File: src/rtl/core/bmprle_pkg.sv
// Shared types and constants for the bitmap RLE decoder.
`timescale 1ns / 1ps

package bmprle_pkg;

  // Saturation limits for the image size registers
  localparam logic [12:0] MAX_WIDTH  = 13'd4096;
  localparam logic [12:0] MAX_HEIGHT = 13'd4096;

  // Nibble mask for 4-bit pixel values
  localparam logic [7:0] NIB_MASK = 8'h0f;

  // Result queue geometry
  localparam int unsigned QDEPTH = 4;
  localparam int unsigned QAW    = $clog2(QDEPTH);

  // Configuration register indexes
  typedef enum logic [1:0] {
    REG_NIBBLE_MODE  = 2'd0,
    REG_IMAGE_WIDTH  = 2'd1,
    REG_IMAGE_HEIGHT = 2'd2,
    REG_TOP_DOWN     = 2'd3
  } reg_idx_t;

  // Decoder phases
  typedef enum logic [2:0] {
    PH_CMD0 = 3'd0,
    PH_CMD1 = 3'd1,
    PH_LIT  = 3'd2,
    PH_PAD  = 3'd3,
    PH_DX   = 3'd4,
    PH_DY   = 3'd5
  } phase_t;

  // Result kinds
  typedef enum logic [1:0] {
    KIND_SPAN = 2'd0,
    KIND_DONE = 2'd1,
    KIND_BAD  = 2'd2
  } kind_t;

  // One queue entry: an optional span followed by an optional report
  typedef struct packed {
    logic        has_span;
    logic [11:0] row;
    logic [11:0] column;
    logic [7:0]  span_length;
    logic [7:0]  first_value;
    logic [7:0]  second_value;
    logic        has_report;
    kind_t       report_kind;
  } entry_t;

endpackage

File: src/rtl/core/bmprle_front.sv
// Front end: takes compressed bytes, tracks the cursor and builds result entries.
`timescale 1ns / 1ps

module bmprle_front (
  input  logic                 clk,
  input  logic                 rst_n,
  // configuration writes
  input  logic                 cfg_we,
  input  logic [1:0]           cfg_index,
  input  logic [12:0]          cfg_wdata,
  // input beat
  input  logic                 accept,
  input  logic [7:0]           data_byte,
  input  logic                 last_byte,
  // entry toward the queue
  output logic                 push,
  output bmprle_pkg::entry_t   push_entry
);

  // configuration registers
  logic        nibble_r;
  logic [12:0] width_r;
  logic [12:0] height_r;
  logic        top_down_r;

  // decoding state
  bmprle_pkg::phase_t phase_r, phase_nxt;
  logic [12:0] cx_r, cx_nxt;
  logic [12:0] cy_r, cy_nxt;
  logic [7:0]  lit_left_r, lit_left_nxt;
  logic [7:0]  held_r, held_nxt;
  logic        pad_r, pad_nxt;
  logic        drain_r, drain_nxt;

  logic [12:0] w_eff;
  logic [12:0] h_eff;
  logic        y_bad;
  logic [13:0] run_end;
  logic [13:0] lit_end;
  logic [13:0] dx_sum;
  logic [13:0] dy_sum;
  logic [12:0] flip_row;
  logic [7:0]  lit_len;
  logic        clear;
  bmprle_pkg::entry_t ent;

  // Write configuration registers
  always_ff @(posedge clk) begin
    if (!rst_n) begin
      nibble_r   <= 1'b0;
      width_r    <= 13'd1;
      height_r   <= 13'd1;
      top_down_r <= 1'b0;
    end else if (cfg_we) begin
      case (cfg_index)
        bmprle_pkg::REG_NIBBLE_MODE:  nibble_r   <= cfg_wdata[0];
        bmprle_pkg::REG_IMAGE_WIDTH:  width_r    <= cfg_wdata;
        bmprle_pkg::REG_IMAGE_HEIGHT: height_r   <= cfg_wdata;
        bmprle_pkg::REG_TOP_DOWN:     top_down_r <= cfg_wdata[0];
        default: ;
      endcase
    end
  end

  // Saturate the image size and form the range checks
  assign w_eff    = (width_r > bmprle_pkg::MAX_WIDTH) ? bmprle_pkg::MAX_WIDTH : width_r;
  assign h_eff    = (height_r > bmprle_pkg::MAX_HEIGHT) ? bmprle_pkg::MAX_HEIGHT : height_r;
  assign y_bad    = (cy_r >= h_eff);
  assign run_end  = {1'b0, cx_r} + {6'd0, held_r};
  assign lit_end  = {1'b0, cx_r} + {6'd0, data_byte};
  assign dx_sum   = run_end;
  assign dy_sum   = {1'b0, cy_r} + {6'd0, data_byte};
  assign flip_row = h_eff - 13'd1 - cy_r;
  assign lit_len  = (nibble_r && (lit_left_r >= 8'd2)) ? 8'd2 : 8'd1;

  // Decode one byte
  always_comb begin
    phase_nxt    = phase_r;
    cx_nxt       = cx_r;
    cy_nxt       = cy_r;
    lit_left_nxt = lit_left_r;
    held_nxt     = held_r;
    pad_nxt      = pad_r;
    drain_nxt    = drain_r;
    clear        = 1'b0;
    ent              = '0;
    ent.row          = top_down_r ? cy_r[11:0] : flip_row[11:0];
    ent.column       = cx_r[11:0];
    ent.report_kind  = bmprle_pkg::KIND_DONE;

    if (accept) begin
      if (drain_r) begin
        // drop bytes until the last one
        clear = last_byte;
      end else begin
        case (phase_r)
          bmprle_pkg::PH_CMD0: begin
            held_nxt  = data_byte;
            phase_nxt = bmprle_pkg::PH_CMD1;
          end
          bmprle_pkg::PH_CMD1: begin
            phase_nxt = bmprle_pkg::PH_CMD0;
            if (held_r != 8'd0) begin
              // encoded run
              if (y_bad || (run_end > {1'b0, w_eff})) begin
                ent.has_report  = 1'b1;
                ent.report_kind = bmprle_pkg::KIND_BAD;
              end else begin
                ent.has_span    = 1'b1;
                ent.span_length = held_r;
                if (nibble_r) begin
                  ent.first_value  = {4'd0, data_byte[7:4]};
                  ent.second_value = data_byte & bmprle_pkg::NIB_MASK;
                end else begin
                  ent.first_value  = data_byte;
                  ent.second_value = data_byte;
                end
                cx_nxt = run_end[12:0];
              end
            end else if (data_byte == 8'd0) begin
              // end of line
              if (y_bad) begin
                ent.has_report  = 1'b1;
                ent.report_kind = bmprle_pkg::KIND_BAD;
              end else begin
                cx_nxt = 13'd0;
                cy_nxt = cy_r + 13'd1;
              end
            end else if (data_byte == 8'd1) begin
              // end of bitmap
              ent.has_report  = 1'b1;
              ent.report_kind = bmprle_pkg::KIND_DONE;
            end else if (data_byte == 8'd2) begin
              phase_nxt = bmprle_pkg::PH_DX;
            end else begin
              // absolute run header; 4-bit mode pads when ceil(count/2) is odd
              if (y_bad || (lit_end > {1'b0, w_eff})) begin
                ent.has_report  = 1'b1;
                ent.report_kind = bmprle_pkg::KIND_BAD;
              end else begin
                lit_left_nxt = data_byte;
                pad_nxt      = nibble_r ? (data_byte[1] ^ data_byte[0]) : data_byte[0];
                phase_nxt    = bmprle_pkg::PH_LIT;
              end
            end
          end
          bmprle_pkg::PH_LIT: begin
            ent.has_span    = 1'b1;
            ent.span_length = lit_len;
            if (nibble_r) begin
              ent.first_value  = {4'd0, data_byte[7:4]};
              ent.second_value = (lit_len == 8'd2) ? (data_byte & bmprle_pkg::NIB_MASK) : 8'd0;
            end else begin
              ent.first_value  = data_byte;
              ent.second_value = data_byte;
            end
            cx_nxt       = cx_r + {5'd0, lit_len};
            lit_left_nxt = (lit_left_r > lit_len) ? lit_left_r - lit_len : 8'd0;
            if (lit_left_r <= lit_len) begin
              phase_nxt = pad_r ? bmprle_pkg::PH_PAD : bmprle_pkg::PH_CMD0;
            end
          end
          bmprle_pkg::PH_PAD: begin
            pad_nxt   = 1'b0;
            phase_nxt = bmprle_pkg::PH_CMD0;
          end
          bmprle_pkg::PH_DX: begin
            held_nxt  = data_byte;
            phase_nxt = bmprle_pkg::PH_DY;
          end
          bmprle_pkg::PH_DY: begin
            phase_nxt = bmprle_pkg::PH_CMD0;
            if ((dx_sum >= {1'b0, w_eff}) || (dy_sum >= {1'b0, h_eff})) begin
              ent.has_report  = 1'b1;
              ent.report_kind = bmprle_pkg::KIND_BAD;
            end else begin
              cx_nxt = dx_sum[12:0];
              cy_nxt = dy_sum[12:0];
            end
          end
          default: begin
            phase_nxt = bmprle_pkg::PH_CMD0;
          end
        endcase

        // end of data: clean between commands or not
        if (!ent.has_report && last_byte) begin
          ent.has_report  = 1'b1;
          ent.report_kind = (phase_nxt == bmprle_pkg::PH_CMD0) ? bmprle_pkg::KIND_DONE
                                                               : bmprle_pkg::KIND_BAD;
        end

        if (ent.has_report) begin
          if (last_byte) clear = 1'b1;
          else           drain_nxt = 1'b1;
        end
      end
    end

    // restore the start-of-image state
    if (clear) begin
      phase_nxt    = bmprle_pkg::PH_CMD0;
      cx_nxt       = 13'd0;
      cy_nxt       = 13'd0;
      lit_left_nxt = 8'd0;
      held_nxt     = 8'd0;
      pad_nxt      = 1'b0;
      drain_nxt    = 1'b0;
    end
  end

  assign push       = accept && (ent.has_span || ent.has_report);
  assign push_entry = ent;

  // Advance decoding state
  always_ff @(posedge clk) begin
    if (!rst_n) begin
      phase_r    <= bmprle_pkg::PH_CMD0;
      cx_r       <= 13'd0;
      cy_r       <= 13'd0;
      lit_left_r <= 8'd0;
      held_r     <= 8'd0;
      pad_r      <= 1'b0;
      drain_r    <= 1'b0;
    end else begin
      phase_r    <= phase_nxt;
      cx_r       <= cx_nxt;
      cy_r       <= cy_nxt;
      lit_left_r <= lit_left_nxt;
      held_r     <= held_nxt;
      pad_r      <= pad_nxt;
      drain_r    <= drain_nxt;
    end
  end

endmodule

File: src/rtl/core/bmprle_queue.sv
// Short entry queue between the decode front end and the result back end.
`timescale 1ns / 1ps

module bmprle_queue (
  input  logic                 clk,
  input  logic                 rst_n,
  input  logic                 push,
  input  bmprle_pkg::entry_t   push_entry,
  output logic                 full,
  input  logic                 pop,
  output logic                 head_valid,
  output bmprle_pkg::entry_t   head_entry
);

  bmprle_pkg::entry_t slots_r [bmprle_pkg::QDEPTH];
  logic [bmprle_pkg::QAW-1:0] wr_ptr_r, wr_ptr_nxt;
  logic [bmprle_pkg::QAW-1:0] rd_ptr_r, rd_ptr_nxt;
  logic [bmprle_pkg::QAW:0]   count_r, count_nxt;

  assign full       = (count_r == (bmprle_pkg::QAW+1)'(bmprle_pkg::QDEPTH));
  assign head_valid = (count_r != '0);
  assign head_entry = slots_r[rd_ptr_r];

  // Move pointers and count
  always_comb begin
    wr_ptr_nxt = push ? wr_ptr_r + 1'b1 : wr_ptr_r;
    rd_ptr_nxt = pop  ? rd_ptr_r + 1'b1 : rd_ptr_r;
    count_nxt  = count_r + (bmprle_pkg::QAW+1)'(push) - (bmprle_pkg::QAW+1)'(pop);
  end

  always_ff @(posedge clk) begin
    if (!rst_n) begin
      wr_ptr_r <= '0;
      rd_ptr_r <= '0;
      count_r  <= '0;
    end else begin
      wr_ptr_r <= wr_ptr_nxt;
      rd_ptr_r <= rd_ptr_nxt;
      count_r  <= count_nxt;
    end
  end

  // Store entries
  always_ff @(posedge clk) begin
    if (push) slots_r[wr_ptr_r] <= push_entry;
  end

endmodule

File: src/rtl/core/bmprle_back.sv
// Back end: splits queue entries into result beats and holds the output register.
`timescale 1ns / 1ps

module bmprle_back (
  input  logic                 clk,
  input  logic                 rst_n,
  input  logic                 head_valid,
  input  bmprle_pkg::entry_t   head_entry,
  output logic                 pop,
  output logic                 out_valid,
  input  logic                 out_ready,
  output logic [1:0]           out_kind,
  output logic [11:0]          out_row,
  output logic [11:0]          out_column,
  output logic [7:0]           out_span_length,
  output logic [7:0]           out_first_value,
  output logic [7:0]           out_second_value
);

  logic        valid_r, valid_nxt;
  logic        sent_span_r, sent_span_nxt;
  logic        load;
  logic        take_span;
  bmprle_pkg::kind_t kind_r;
  logic [11:0] row_r;
  logic [11:0] col_r;
  logic [7:0]  len_r;
  logic [7:0]  v0_r;
  logic [7:0]  v1_r;

  assign load      = !valid_r || out_ready;
  assign take_span = head_entry.has_span && !sent_span_r;

  // Pick the next beat and decide when the head entry is finished
  always_comb begin
    valid_nxt     = valid_r;
    sent_span_nxt = sent_span_r;
    pop           = 1'b0;
    if (load) begin
      valid_nxt = head_valid;
      if (head_valid) begin
        if (take_span && head_entry.has_report) begin
          sent_span_nxt = 1'b1;
        end else begin
          sent_span_nxt = 1'b0;
          pop           = 1'b1;
        end
      end
    end
  end

  always_ff @(posedge clk) begin
    if (!rst_n) begin
      valid_r     <= 1'b0;
      sent_span_r <= 1'b0;
    end else begin
      valid_r     <= valid_nxt;
      sent_span_r <= sent_span_nxt;
    end
  end

  // Load the output payload
  always_ff @(posedge clk) begin
    if (load && head_valid) begin
      if (take_span) begin
        kind_r <= bmprle_pkg::KIND_SPAN;
        row_r  <= head_entry.row;
        col_r  <= head_entry.column;
        len_r  <= head_entry.span_length;
        v0_r   <= head_entry.first_value;
        v1_r   <= head_entry.second_value;
      end else begin
        kind_r <= head_entry.report_kind;
        row_r  <= 12'd0;
        col_r  <= 12'd0;
        len_r  <= 8'd0;
        v0_r   <= 8'd0;
        v1_r   <= 8'd0;
      end
    end
  end

  assign out_valid        = valid_r;
  assign out_kind         = kind_r;
  assign out_row          = row_r;
  assign out_column       = col_r;
  assign out_span_length  = len_r;
  assign out_first_value  = v0_r;
  assign out_second_value = v1_r;

endmodule

File: src/rtl/core/bitmap_rle_decoder_core.sv
// Bitmap RLE decoder: 8-bit / 4-bit run-length bytes in, pixel spans and reports out.
// Each result is written into the queue and then loaded into the output register.
// Throughput: one byte per cycle while in_ready is high; one result per cycle while
// out_ready is high; a byte giving a span and a report takes an extra output beat,
// absorbed by the four-entry queue. Reset: synchronous active-low rst_n clears decode
// state, queue and out_valid, and resets config to 8-bit mode, 1x1 image, bottom-up.
`timescale 1ns / 1ps

module bitmap_rle_decoder_core (
  input  logic        clk,
  input  logic        rst_n,
  // configuration
  input  logic        cfg_we,
  input  logic [1:0]  cfg_index,
  input  logic [12:0] cfg_wdata,
  // compressed byte channel
  input  logic        in_valid,
  output logic        in_ready,
  input  logic [7:0]  in_data_byte,
  input  logic        in_last_byte,
  // result channel
  output logic        out_valid,
  input  logic        out_ready,
  output logic [1:0]  out_kind,
  output logic [11:0] out_row,
  output logic [11:0] out_column,
  output logic [7:0]  out_span_length,
  output logic [7:0]  out_first_value,
  output logic [7:0]  out_second_value
);

  logic               accept;
  logic               push;
  logic               full;
  logic               pop;
  logic               head_valid;
  bmprle_pkg::entry_t push_entry;
  bmprle_pkg::entry_t head_entry;

  // Accept a beat while the queue has room
  assign in_ready = !full;
  assign accept   = in_valid && in_ready;

  bmprle_front u_front (
    .clk        (clk),
    .rst_n      (rst_n),
    .cfg_we     (cfg_we),
    .cfg_index  (cfg_index),
    .cfg_wdata  (cfg_wdata),
    .accept     (accept),
    .data_byte  (in_data_byte),
    .last_byte  (in_last_byte),
    .push       (push),
    .push_entry (push_entry)
  );

  bmprle_queue u_queue (
    .clk        (clk),
    .rst_n      (rst_n),
    .push       (push),
    .push_entry (push_entry),
    .full       (full),
    .pop        (pop),
    .head_valid (head_valid),
    .head_entry (head_entry)
  );

  bmprle_back u_back (
    .clk              (clk),
    .rst_n            (rst_n),
    .head_valid       (head_valid),
    .head_entry       (head_entry),
    .pop              (pop),
    .out_valid        (out_valid),
    .out_ready        (out_ready),
    .out_kind         (out_kind),
    .out_row          (out_row),
    .out_column       (out_column),
    .out_span_length  (out_span_length),
    .out_first_value  (out_first_value),
    .out_second_value (out_second_value)
  );

endmodule
File: config.mk
export PLATFORM = sky130hd
export DESIGN_NAME = bitmap_rle_decoder_core
export DESIGN_NICKNAME = d
export VERILOG_FILES = /design/src/rtl/core/bmprle_pkg.sv /design/src/rtl/core/bmprle_front.sv /design/src/rtl/core/bmprle_queue.sv /design/src/rtl/core/bmprle_back.sv /design/src/rtl/core/bitmap_rle_decoder_core.sv
export SDC_FILE = /design/constraint.sdc
export NUM_CORES = 1
export LEC_CHECK = 0
export CORE_UTILIZATION = 61
export CTS_BUF_LIST = sky130_fd_sc_hd__clkbuf_16
export DETAILED_ROUTE_END_ITERATION = 10
export DONT_BUFFER_PORTS = 1
export PLACE_DENSITY = 0.78
export SLEW_MARGIN = 30
export SYNTH_ARGS = -nofsm -noshare
export SYNTH_HDL_FRONTEND = slang
export SYNTH_HIERARCHICAL = 1
export SYNTH_SLANG_ARGS = --single-unit
export TNS_END_PERCENT = 50
File: constraint.sdc
create_clock -name clk -period 8.8 [get_ports clk]
set_input_delay 0 -clock clk [delete_from_list [all_inputs] [get_ports clk]]
set_output_delay 0 -clock clk [all_outputs]
set_load 0.05 [all_outputs]
After elaboration in Yosys (flattened, before gate mapping)
Memories as Yosys holds them, arrays and structs flattened. A register that Yosys moved wholly into a read port is not among the register bits.
Cells that the tools add are included.
{"block": "op_classes", "addsub": 12, "n_lt_le_gt_ge": 10, "n_eq_ne": 23, "n_mux": 82, "bitwise": 3, "reduce_logical": 39}
{"operator": "2-to-1 mux 13 bit", "n": 11}
{"operator": "2-to-1 mux 3 bit", "n": 20}
{"operator": "2-to-1 mux 27 bit", "n": 2}
{"operator": "2-to-1 mux 24 bit", "n": 2}
{"operator": "2-to-1 mux 8 bit", "n": 6}
{"operator": "case mux 24 bit (2 select lines)", "n": 1}
{"operator": "adder 13 x 8 -> 14 bit", "n": 3}
{"operator": "case mux 13 bit (3 select lines)", "n": 1}
{"operator": "2-to-1 mux 16 bit", "n": 2}
{"operator": "greater-or-equal comparator 14 x 13 -> 1 bit", "n": 2}
{"operator": "greater-than comparator 14 x 13 -> 1 bit", "n": 2}
{"operator": "greater-than comparator 13 bit, second input constant", "n": 2}
{"operator": "case mux 13 bit (2 select lines)", "n": 1}
{"operator": "2-to-1 mux 1 bit", "n": 23}
{"operator": "== test 8 x 2 -> 1 bit, second input constant", "n": 2}
{"operator": "case mux 8 bit (2 select lines)", "n": 1}
{"operator": "AND reduction 8 bit", "n": 2}
{"operator": "inequality test 2 bit, second input constant", "n": 7}
{"operator": "AND reduction 7 bit", "n": 2}
{"operator": "adder 13 x 1 -> 13 bit, second input constant", "n": 1}
{"operator": "adder 13 x 8 -> 13 bit", "n": 1}
{"operator": "greater-or-equal comparator 13 bit", "n": 1}
{"operator": "2-to-1 mux 12 bit", "n": 1}
{"operator": "2-to-1 mux 2 bit", "n": 6}
{"operator": "36 further kinds", "n": 67}
{"block": "word_totals", "regBits": 134, "mem_bits_rw": 208, "inputBits": 29, "out_inout_bits": 52, "wordCells": 192, "memories": 1}
{"memory": "u_queue.slots_r", "words": 4, "word_bits": 52, "rd": 1, "rd_clocked_by_memory_dff": 1, "write_ports": 1, "line_no": "bmprle_queue.sv:15", "rtl": "bmprle_pkg::entry_t slots_r [bmprle_pkg::QDEPTH];"}

Longest topological paths before layout
{"block": "logic_depth", "word_depth": 23, "mapped_depth": 23, "ltp_nobuf": 23}

Cells and area by module
Netlist, hierarchy kept.
{"mod": "bmprle_queue", "instances": 1, "cells_per_inst": 315, "area_per_inst_um2": 8008.9, "seq_area_each_um2": 6426.2}
{"mod": "bmprle_front", "instances": 1, "cells_per_inst": 1001, "area_per_inst_um2": 7460.9, "seq_area_each_um2": 1501.4}
{"mod": "bmprle_back", "instances": 1, "cells_per_inst": 116, "area_per_inst_um2": 1965.6, "seq_area_each_um2": 1541.5}
{"mod": "bitmap_rle_decoder_core", "instances": 1, "cells_per_inst": 2, "area_per_inst_um2": 10.0, "seq_area_each_um2": 0.0}

Worst setup path after synthesis
Ideal clock, no wire load.
{"block": "synth_path", "path_kind": "register to register", "start": "reg u_front.cx_r[2]", "end": "mem u_queue/slots_r[0][0] (netlist bit), enable pin", "setup_ps": 415, "arrival_time_ps": 5354, "required_time_ps": 8385, "setup_slack_ps": 3031, "stages_incl_launch_ff": 16, "n_path_buf": 0, "period_less_slack_ps": 5769, "cell_sequence": "dfxtp_1 ha_1 nor2b_1 o21ai_0 a21oi_1 o41ai_1 nor2_1 xor2_1 ha_1 or3_1 o2111ai_1 a31oi_1 nor4b_2 nand2_1 a31oi_1 and2_1"}
{"block": "synth_between", "elab_chain_len": 22, "elab_cells_between_ends": 34, "cone_classes": "2 x add/sub; 3 x order compare; 22 x mux; 7 x reduce/logical"}
{"item": "start, declared", "line_no": "bmprle_front.sv:28", "rtl": "logic [12:0] cx_r, cx_nxt;"}
{"item": "start signal, assigned", "line_no": "bmprle_front.sv:227", "rtl": "cx_r <= cx_nxt;"}
{"item": "adder 13 x 8 -> 14 bit", "line_no": "bmprle_front.sv:70", "rtl": "assign lit_end = {1'b0, cx_r} + {6'd0, data_byte};"}
{"item": "greater-than comparator 14 x 13 -> 1 bit", "line_no": "bmprle_front.sv:137", "rtl": "if (y_bad || (lit_end > {1'b0, w_eff})) begin"}
{"item": "logical OR 1 bit", "line_no": "bmprle_front.sv:137"}
{"item": "2-to-1 mux 3 bit", "line_no": "bmprle_front.sv:137"}
{"item": "2-to-1 mux 3 bit", "line_no": "bmprle_front.sv:133", "rtl": "end else if (data_byte == 8'd2) begin"}
{"item": "2-to-1 mux 3 bit", "line_no": "bmprle_front.sv:129", "rtl": "end else if (data_byte == 8'd1) begin"}
{"item": "2-to-1 mux 3 bit", "line_no": "bmprle_front.sv:120", "rtl": "end else if (data_byte == 8'd0) begin"}
{"item": "2-to-1 mux 3 bit", "line_no": "bmprle_front.sv:103", "rtl": "if (held_r != 8'd0) begin"}
{"item": "(+7 left out)"}
{"item": "2-to-1 mux 3 bit", "line_no": "bmprle_front.sv:91", "rtl": "if (accept) begin"}
{"item": "2-to-1 mux 27 bit", "line_no": "bmprle_front.sv:92", "rtl": "if (drain_r) begin"}
{"item": "2-to-1 mux 27 bit", "line_no": "bmprle_front.sv:91"}
{"item": "logical OR 1 bit *", "line_no": "bmprle_front.sv:212", "rtl": "assign push = accept && (ent.has_span || ent.has_report);"}
{"item": "logical AND 1 bit *", "line_no": "bmprle_front.sv:212"}
{"item": "via push", "line_no": "bitmap_rle_decoder_core.sv:33", "rtl": "logic push;"}
{"item": "2-to-1 mux 1 bit *", "line_no": "bmprle_queue.sv:45", "rtl": "if (push) slots_r[wr_ptr_r] <= push_entry;"}
{"item": "2-to-1 mux 1 bit (not written as such) *", "line_no": "bmprle_queue.sv:45"}
{"item": "end, declared", "line_no": "bmprle_queue.sv:15"}
Mark *: on every way through the listed nets, which the timed path passes. The rest lies on a longest branch. The select of a mux whose other input is x is not followed.

Worst setup path after layout
{"block": "layout_path", "start": "reg u_front.cx_r[2]", "end": "mem u_queue/slots_r[3][19] (netlist bit), enable pin"}
The elaborated chain is that of the path after synthesis.

==> results.cfg <==
[grt]
antenna_found_initial = 2
grt_pass1_wl_um = 63720
grt_usage_pct = 29.02
grt_pass1_vias = 11410
overflow = 0
grt_max_degree = 53

[finish]
drive_gt1_share_pct = 9.695
design_area_mm2 = 0.01905
nNetsFinal = 1587
fin_cells = 1853
diodes = 0
area_delta_synth_final_pct = 9.223

[sta]
grt_setup_unrepaired = no
min_period_over_period_pct = 79.06
setup_viol = 0
min_period_ns = 6.957
whs_ns = 0.01229
hold_viol = 0
relSlewSlack_pct = 32.78
tightest_slew_ns = 0.9957
fin_skew_ns = 0.01383
fmax_mhz = 143.7
finalMaxSlewViolations = 0
finalSetupTns_ns = 0

[critical_path]
worstSetupPathType = register to register
cp.required_ns = 9.00
critPathLaunchType = register
startpoint = u_front/cx_r[2]
max_stage_delay_ns = 0.86
worst_ep_arrival_time_ns = 7.15
worstSetupEndpointType = register
path_cells = ha_1 > nor2b_1 > o21ai_0 > a21oi_1 > o41ai_1 > nor2_1 > xnor2_1 > ha_1 > nand4_1 > nor4_1 > a31oi_1 > nor4b_2 > nand2_1 > a31oi_1 > and2_2 > buf_4
crit_family = simple AND/OR/NAND/NOR gates
r2r_setup_slack_ns = 1.84
path_max_fanout = 30
critPathBufInv = 1
crit_path_top_delay_cell = and2_2
r2r-start = u_front/cx_r[2]

[floorplanning]
row_count = 61
die_h_um = 171.1
core_mm2 = 0.02793
dieArea_mm2 = 0.02928
start_util_pct = 62.45
die_w_um = 171.1
io_pins = 81

[route]
first_pass_iters = 5
ant_nets = 0
post_drt_via_cell_ratio = 6.311
vias = 11690
drt-total-wl_um = 40920
post_drt_wl_per_cell_um = 22.08
drc_errors = 0
drt-initial-drc-count = 1061

[power]
p_leak_nw = 6.837
total_power_mw = 4.857
max-vdd-ir-drop_uv = 191.9
p_per_area_mw_per_mm2 = 254.9

[synthesis]
synthCells = 1434
synthAdderAreaFrac_pct = 7.975
ys.flop_type = edfxtp_1
ys_warn_count = 6
synth_compound_area_share_pct = 11.16
synth_simple_gate_area_share_pct = 12.58
synth_enable_flop_cells = 258
ys_seq_area_share_pct = 54.28
synth_nets = 1570
synth_top_family_by_area = simple AND/OR/NAND/NOR gates
synth_xor_area_share_pct = 2.446
synth.avg_cell_area_um2 = 12.17
ys_types = 82
syn_area_mm2 = 0.01745
muxShareOfSynthArea_pct = 7.631
synth-seq-cells = 344
async_reset_ff_share_pct = 0

[worst_hold_path]
hold_class = input port to register
hp-start = in_data_byte[0]

[clock_tree]
cts_root_buffer = clkbuf_16
htree_num_levels = 2
cts_resized = 0
path_clk_slew_ns = 0.07
cts_tree = built
cts_buffer_depth = 3
clk_latency_ns = 0.54
numCtsBuffers = 35
cts_sinks = 344

[flow_run]
drv_cap = 0

[placement]
dp_hpwl_um = 27220
port_buffers = 0
postPlaceCellArea_mm2 = 0.01758
gp_congestion = 0.9358
numPlacedInstances = 1749

[run_status]
status = completed
## layout make-up
cell class                 count  area [um^2]
multi-input combinational    953         7302
tap                          378        473.0
fill                        1959         8880
timing repair buffer          55        536.8
clock buffer                  35        875.8
clock inverter                26        160.2
inverter                      62        232.7
sequential                   344         9474
## where the power goes
group	total, mW	internal (mW)	switching (mW)
sequential	2.56	2.05	0.512
clock	1.35	0.754	0.600
combinational	0.943	0.385	0.558
total	4.86	3.19	1.67
## sequential cells by signal, indices dropped and copies added (netlist names), 2 cells and up, named ones only
name	count
u_back/out_kind	2
u_back/out_column	12
u_front/lit_left_r	8
u_back/out_first_value	8
u_queue/wr_ptr_r	2
u_queue/rd_ptr_r	2
u_queue/count_r	3
u_queue/slots_r	208
u_front/cx_r	13
u_front/held_r	8
u_back/out_row	12
u_front/phase_r	3
u_back/out_second_value	8
u_front/cy_r	13
u_back/out_span_length	8
u_front/height_r	13
u_front/width_r	13
## kinds of logic after synthesis
logic type	Yosys count
AOI/OAI and AO/OA	296
xor gates and xnor gates	47
adders and majority gates	107
buffers and inverters	137
DFF	344
muxes	67
and+or+nand+nor	436
## repair_timing
item / CTS / global route
buffers inserted: 0 / 0
hold endpoints to repair: 143 / 0
hold buffers: 41 / 0
## worst paths after layout
| path | cells past startpoint | to |
|---|---|---|
| worst max-delay path | 16 | u_queue/slots_r[3][19] |
| worst max register to register | 16 | u_queue/slots_r[3][19] |
| worst min register to register | 2 | u_front/width_r[7] |
| worst min-delay path | 4 | u_front/cy_r[0] |
## cell usage in the layout, fill, tap and decap left out, types with 6 or more instances in the layout
master,Yosys,routed
xnor2_1,33,33
a31oi_1,9,9
nor2_1,71,71
or4_1,9,9
nand2_1,144,144
nor3_1,30,30
xor2_1,13,13
a21o_1,13,13
o21ai_0,62,61
o22ai_1,6,6
a22oi_1,9,9
or3_1,7,7
mux4_2,50,50
and2_1,60,55
nand3_1,30,30
a211oi_1,16,15
inv_1,62,72
fa_1,7,7
o211ai_1,13,13
a21oi_1,78,78
nand2b_1,8,8
mux2i_1,13,13
nor2b_1,11,11
and2_2,5,10
buf_4,16,11
o31ai_1,11,11
clkbuf_16,0,35
a21boi_0,27,27
dfxtp_1,86,84
nor4_1,6,6
ha_1,100,100
edfxtp_1,258,258
dlygate4sd3_1,0,40
and3_1,23,23
nand4_1,8,8
o21bai_1,8,8
clkinv_1,0,8
## synthesized netlist by cell type, drive strengths merged, types with 4 or more instances
cell,number,area share (%)
nand4,8,0.29
buf,32,1.6
dfxtp,86,9.9
nor2,71,1.5
nor2b,12,0.47
clkbuf,43,0.95
and3,23,0.82
o21ai,64,1.8
mux2i,13,0.75
edfxtp,258,44
nor4,7,0.29
or4,10,0.45
a211oi,17,0.76
a21oi,78,2.2
ha,100,7.2
o22ai,6,0.22
or2,4,0.14
a31oi,9,0.32
xnor2,33,1.7
mux4,52,6.8
nand2b,8,0.29
nand3,31,0.92
and2,65,2.4
nand2,144,3.1
a22oi,9,0.39
nor3b,4,0.17
o21bai,8,0.34
o211ai,14,0.68
o31ai,11,0.47
a21boi,27,1.2
inv,62,1.3
fa,7,0.80
xor2,13,0.65
nor3,30,0.86
or3,7,0.25
a221oi,4,0.20
and3b,4,0.20
a21o,13,0.56
## tightest hold or removal path: stages
cell and delay (ns):
ha_1 0.13, a31oi_1 0.08, o21ai_0 0.14, and3_1 0.15
## metal layers
metal / wire length (um) / global-route usage (%) / vias to the layer above
li1: - / - / 5385
met5: 15 / 0 / -
met4: 1321 / 10.05 / 2
met1: 17130 / 39.31 / 5768
met3: 2968 / 5.529 / 91
met2: 19480 / 46.98 / 448
## through the flow
step                setup slack (ns)  util [%]
floorplan                      3.031         -
global placement               2.212     62.89
detailed placement             1.970     62.92
CTS                            1.922     68.13
global route                   1.365     68.21
finish                         1.843     68.21
Power figures use the tool's default switching activity.
